===== src/rtl/stc_pkg.sv =====
// Shared types, constants and rounding helpers for spherical_to_tool_pose.
// Holds the CORDIC angle table and the data carried along the cell row.
// No dependencies.
package stc_pkg;

   localparam int ANGLE_FRAC_BITS = 16;
   localparam int CORDIC_STEPS    = 30;
   localparam int RADIUS_W        = 20;
   localparam int POLAR_W         = 18;
   localparam int AZIMUTH_W       = 19;
   localparam int PIVOT_W         = 24;
   localparam int POS_W           = 25;
   localparam int AXIS_W          = 18;
   localparam int WORK_W          = 33;
   localparam int PROD_W          = 2 * WORK_W;

   localparam logic [63:0] PI_Q60 = 64'd3622009729038561421;
   localparam logic signed [WORK_W-1:0] PI_Q30      = 33'sd3373259426;
   localparam logic signed [WORK_W-1:0] HALF_PI_Q30 = 33'sd1686629713;
   localparam logic signed [WORK_W-1:0] GAIN_Q30    = 33'sd652032874;
   localparam logic signed [AXIS_W-1:0] UNIT_Q16    = 18'sd65536;
   localparam logic signed [POS_W+1:0]  POS_HI      = 27'sd9437182;
   localparam logic signed [POS_W+1:0]  POS_LO      = -27'sd9437183;

   localparam logic [1:0] REG_PIVOT_X = 2'd0;
   localparam logic [1:0] REG_PIVOT_Y = 2'd1;
   localparam logic [1:0] REG_PIVOT_Z = 2'd2;

   typedef struct packed {
      logic signed [WORK_W-1:0] x;
      logic signed [WORK_W-1:0] y;
      logic signed [WORK_W-1:0] z;
      logic                     flip;
   } lane_type;

   typedef struct packed {
      logic                valid;
      logic [RADIUS_W-1:0] radius;
      lane_type            pol;
      lane_type            az;
   } cell_type;

   function automatic logic signed [WORK_W-1:0] atan_q30(input int idx);
      logic signed [WORK_W-1:0] v;
      case (idx)
         0:  v = 33'sd843314857;
         1:  v = 33'sd497837829;
         2:  v = 33'sd263043837;
         3:  v = 33'sd133525159;
         4:  v = 33'sd67021687;
         5:  v = 33'sd33543516;
         6:  v = 33'sd16775851;
         7:  v = 33'sd8388437;
         8:  v = 33'sd4194283;
         9:  v = 33'sd2097149;
         default: v = 33'sd1 <<< (30 - idx);
      endcase
      return v;
   endfunction

   function automatic logic signed [AXIS_W-1:0] sat_q16(input logic signed [WORK_W+1:0] v);
      logic signed [AXIS_W-1:0] r;
      if (v > 35'sd65536)
         r = UNIT_Q16;
      else if (v < -35'sd65536)
         r = -UNIT_Q16;
      else
         r = v[AXIS_W-1:0];
      return r;
   endfunction

   function automatic logic signed [AXIS_W-1:0] q30_to_q16(input logic signed [WORK_W-1:0] v);
      logic signed [WORK_W+1:0] t;
      t = ($signed({{2{v[WORK_W-1]}}, v}) + 35'sd8192) >>> 14;
      return sat_q16(t);
   endfunction

   function automatic logic signed [AXIS_W-1:0] q60_to_q16(input logic signed [PROD_W-1:0] v);
      logic signed [PROD_W-1:0] t;
      t = (v + (66'sd1 <<< 43)) >>> 44;
      return sat_q16(t[WORK_W+1:0]);
   endfunction

endpackage


===== src/rtl/stc_cordic_cell.sv =====
// One CORDIC rotation step for the polar and the azimuth lanes.
// Depends on stc_pkg for the cell data type and the angle table.
module stc_cordic_cell #(
   parameter int IDX = 0
) (
   input  logic              clock,
   input  logic              reset,
   input  logic              enable,
   input  stc_pkg::cell_type in_item,
   output stc_pkg::cell_type out_item
);

   localparam logic signed [stc_pkg::WORK_W-1:0] ATAN = stc_pkg::atan_q30(IDX);

   stc_pkg::cell_type item_ff, item_in;

   function automatic stc_pkg::lane_type rotate(input stc_pkg::lane_type l);
      stc_pkg::lane_type o;
      logic signed [stc_pkg::WORK_W-1:0] dx, dy;
      dx = l.y >>> IDX;
      dy = l.x >>> IDX;
      o.flip = l.flip;
      if (!l.z[stc_pkg::WORK_W-1]) begin
         o.x = l.x - dx;
         o.y = l.y + dy;
         o.z = l.z - ATAN;
      end else begin
         o.x = l.x + dx;
         o.y = l.y - dy;
         o.z = l.z + ATAN;
      end
      return o;
   endfunction

   always_comb begin
      item_in        = in_item;
      item_in.valid  = in_item.valid && !reset;
      item_in.pol    = rotate(in_item.pol);
      item_in.az     = rotate(in_item.az);
   end

   always_ff @(posedge clock) begin
      if (enable || reset)
         item_ff <= item_in;
   end

   assign out_item = item_ff;

endmodule


===== config.mk =====
export PLATFORM = sky130hd
export DESIGN_NAME = stc_cordic_cell
export DESIGN_NICKNAME = d
export VERILOG_FILES = /design/src/rtl/stc_pkg.sv /design/src/rtl/stc_cordic_cell.sv
export SDC_FILE = /design/constraint.sdc
export NUM_CORES = 1
export LEC_CHECK = 0
export BUFFER_PORTS_ARGS = -buffer_cell sky130_fd_sc_hd__buf_2
export CORE_ASPECT_RATIO = 0.9
export CORE_MARGIN = 8
export CORE_UTILIZATION = 33
export CTS_CLUSTER_SIZE = 24
export DETAILED_ROUTE_END_ITERATION = 16
export HOLD_SLACK_MARGIN = 0.05
export SYNTH_ARGS = -nofsm -noshare
export SYNTH_HDL_FRONTEND = slang
export SYNTH_SLANG_ARGS = --single-unit

===== constraint.sdc =====
create_clock -name clock -period 9.9 [get_ports clock]
set_input_delay 0 -clock clock [delete_from_list [all_inputs] [get_ports clock]]
set_output_delay 0 -clock clock [all_outputs]
set_load 0.03 [all_outputs]

# Yosys cells after proc, flatten, opt, wreduce, memory -nomap -nowiden
# Cells that the tools add are included.
# classes
add_sub_neg,10
n_mux,2
n_reduce_logical,3
# op_table
op,count
99-bit 2-to-1 mux,2
33-bit subtractor,4
33-bit by 31-bit adder with 33-bit output (second input constant),2
33-bit adder,2
33-bit by 31-bit subtractor with 33-bit output (second input constant),2
1-bit logical AND,1
1-bit logical NOT,1
1-bit logical OR,1
# totals
ff_bits,221
inputBits,224
word_cells,25

# Logic depth before layout (Yosys ltp)
# depth
ltp_word,2
depth_mapped,15

# Worst setup path before layout
# Ideal clock, no wire load.
# synth_timing
kind,input-to-reg
from,input port in_item[33] (netlist name)
to,"register item_ff, in the netlist out_item[31] (data pin)"
setup_time_ns,0.264
arrival_time_ns,3.418
required_ns,9.636
setup_slack_ns,6.219
path_stages,15
n_path_buf,3
path_cell_list,clkbuf_1 inv_1 clkbuf_1 clkbuf_1 ha_1 nor2b_1 o21ai_1 a21boi_1 o31ai_1 a31o_2 a21oi_1 a221oi_1 o21ai_1 a221oi_1 xnor2_1
# synth_rtl
item,line_no,text
"start, declared",stc_cordic_cell.sv:9,"input stc_pkg::cell_type in_item,"
"end signal, assigned",stc_cordic_cell.sv:44,item_ff <= item_in;
"end, declared",stc_cordic_cell.sv:15,"stc_pkg::cell_type item_ff, item_in;"

==> out/results.ini <==
[detailed_routing]
vias_per_cell = 5.43
drt-initial-drc-count = 1767
dr.pass1.iters = 8
num_vias = 19700
wl_per_cell_um = 20.8
drc = 0
wl_um = 75400
final_antenna_net_count = 0

[critical_path]
startpoint_type = input pin
endpoint_kind = flop
cp_max_fo = 6
cp.required_ns = 10.22
critPathKind = input pin to flop
worstPathArrival_ns = 4.04

[clocking]
tritoncts = done
cts_buffer_depth = 3
clk_pin_slew_worst_paths_ns = 0.07
htree_levels = 1
cts_sinks = 219
cts_resized = 0
root_buffer = clkbuf_16
post_cts_buffers = 0
numCtsBuffers = 27

[timing]
maxSlewHeadroom_pct = 23.1
drv_slew = 0
tightest_slew_ns = 1.12
fin_crit_sh_pct = 37.6
hold_violations = 0
setup_viol = 0
fin_crit_ns = 3.72
rsz0062_at_grt = no
tns_ns = 0
fmax_ghz = 0.269

[grt]
grt_max_degree = 80
grt_overflow = 0
antenna_found_initial = 8
gr-usage-all-layers_pct = 20.1
grt_pass1_wl_um = 114000
first_global_vias = 19700

[synthesis]
synth_area_leaders = edfxtp_1 32%, ha_1 16%, xnor2_1 6.6%
ys_seq_area_share_pct = 32.2
yosys_warnings = 0
synth-seq-cells = 219
synth_area_um2 = 20400
syn_inst = 2313
syn_area_per_cell_um2 = 8.83
synth_edf_count = 219
synth_top_area_share_pct = 32.2
synthFlopType = edfxtp_1
yosysTopAreaCell = edfxtp_1
synthArstFlopShare_pct = 0
syn_nets = 2799
ys_types = 78

[placement]
dp_cells = 3468
numPortBuffers = 444
place.gp.congestion = 0.949
hpwlAfterDp_um = 59800

[die]
io_pins = 445
die_w_um = 278
rows = 86
start_util_pct = 33.4
die_h_um = 252
die-area_um2 = 70200
core_um2 = 61200

[worst_hold_path]
hold_depth = 3
worstHoldStart = in_item[166]
whs_endpoint = out_item[166]$_DFFE_PP_
min_path_type = input pin to flop

[finish]
area.growth.synth_to_final_pct = 24.5
fin_cells = 3634
final_nets = 3303
largest_reg_flops = 219
drive_above_1_share_pct = 18.6
n_fill_cell = 6062

[pwr]
power_density_nw_per_um2 = 162
irDropWorstVdd_mv = 0.123
p_leak_nw = 11.5

[status]
status = finished, final reports clean

[run]
drv_cap = 0

[how the worst max path moves through the flow]
| stage | depth (start not counted) | end | slack [ns] | from |
|---|---|---|---|---|
| 2_1_floorplan | 15 | out_item[31]$_DFFE_PP_ | 6.22 | in_item[33] |
| 3_3_place_gp | 13 | out_item[198]$_DFFE_PP_ | 6.12 | in_item[142] |
| 3_5_place_dp | 13 | out_item[198]$_DFFE_PP_ | 6.19 | in_item[142] |
| 4_1_cts | 13 | out_item[132]$_DFFE_PP_ | 6.30 | in_item[133] |
| 5_1_grt | 13 | out_item[132]$_DFFE_PP_ | 5.90 | in_item[133] |
| 6_report | 14 | out_item[132]$_DFFE_PP_ | 6.18 | in_item[108] |
[logic make-up after synthesis]
family	after synthesis	share of synthesized area (%)
XOR/XNOR	179	7.67
adder cells (fa/ha/maj)	262	16.3
flip-flops	219	32.2
AND/OR/NAND/NOR	551	13.0
AO/OA/AOI/OAI	777	24.2
buffers and inverters	305	5.68
multiplexers	20	0.980
[where the power goes]
group	switching [W]	internal (W)
logic	0.00116	0.000567
clock network	0.000414	0.000656
registers	0.0000660	0.00127
[critical path, cell delays in order]
cell and delay (ns):
dlygate4sd3_1 0.55, buf_2 0.13, ha_1 0.38, and4_1 0.26
nor2b_1 0.19, a311oi_1 0.09, nor4b_1 0.60, o31ai_1 0.21
o21ai_1 0.39, a21o_1 0.21, o2bb2ai_1 0.17, a41oi_1 0.17
xnor2_1 0.14, dlygate4sd3_1 0.55
[final cells by class]
cell class / instances / area (µm²) / share of cell area [%]
antenna: 5 / 12.5 / 0.0492
clock buffer: 28 / 679 / 2.67
clock inverter: 21 / 277 / 1.09
inverter: 217 / 815 / 3.20
multi-input combinational: 1789 / 12700 / 49.9
sequential: 219 / 6580 / 25.8
tap: 792 / 991 / 3.89
timing repair buffer: 563 / 3400 / 13.4
[timing repair]
item / in CTS / in global routing
hold buffers: 112 / 0
endpoints found under the hold margin: 115 / 0
endpoints found under the setup margin: 0 / 0
[synth_stat cells (all sizes together), types with 6 or more instances]
master   count
o21a        27
a21o        72
nor2b       36
and3        22
a31o         6
mux2i       20
a211oi      39
nand3       36
xor2        25
clkinv       9
and2        12
buf         21
clkbuf      67
edfxtp     219
a221o        7
nand2      104
a21oi      266
nand3b       9
nor2       191
o21bai      50
a311oi       8
nand4       21
o31ai       20
nor4         8
o211a        7
nand2b      20
xnor2      154
nor3        48
or3         15
o31a         7
ha         254
fa           8
inv        208
o21ai      158
a221oi       9
a31oi       18
a211o        8
o22ai        7
a2111oi     11
or2         16
o211ai      10
[layout by cell type (no fill, tap or decap), types with 22 or more instances in the layout]
cell / count
edfxtp_1: 219
a21oi_1: 266
nand3_1: 36
nor3_1: 48
o21ai_0: 136
nor2b_1: 36
o21a_1: 27
buf_2: 443
nor2_1: 191
ha_1: 254
clkbuf_16: 27
and3_1: 22
dlygate4sd3_1: 112
inv_1: 203
a211oi_1: 39
a21o_1: 72
nand2_1: 104
o21ai_1: 22
xnor2_1: 154
o21bai_1: 50
xor2_1: 25
[metal layers]
metal / vias up / wire length, µm / track usage [%]
li1: 9394 / - / -
met1: 9454 / 32100 / 25.8
met2: 748 / 35300 / 33.8
met3: 117 / 5680 / 4.45
met4: 4 / 2360 / 5.97
met5: - / 22 / 0
[per-stage QoR]
stage	power (W)	cell area (µm²)	setup slack (ns)	util, %	hold slack, ns
6_report	0.00413	25400	6.18	41.6	0.0693
5_1_grt	0.00433	25400	5.90	41.5	0.0854
4_1_cts	0.00417	25400	6.30	41.5	0.0565
3_5_place_dp	0.00301	23400	6.19	38.2	0.178
3_3_place_gp	0.00302	23400	6.12	38.2	0.178
2_1_floorplan	0.00247	20400	6.22	-	0.0989
Power figures use the tool's default switching activity.
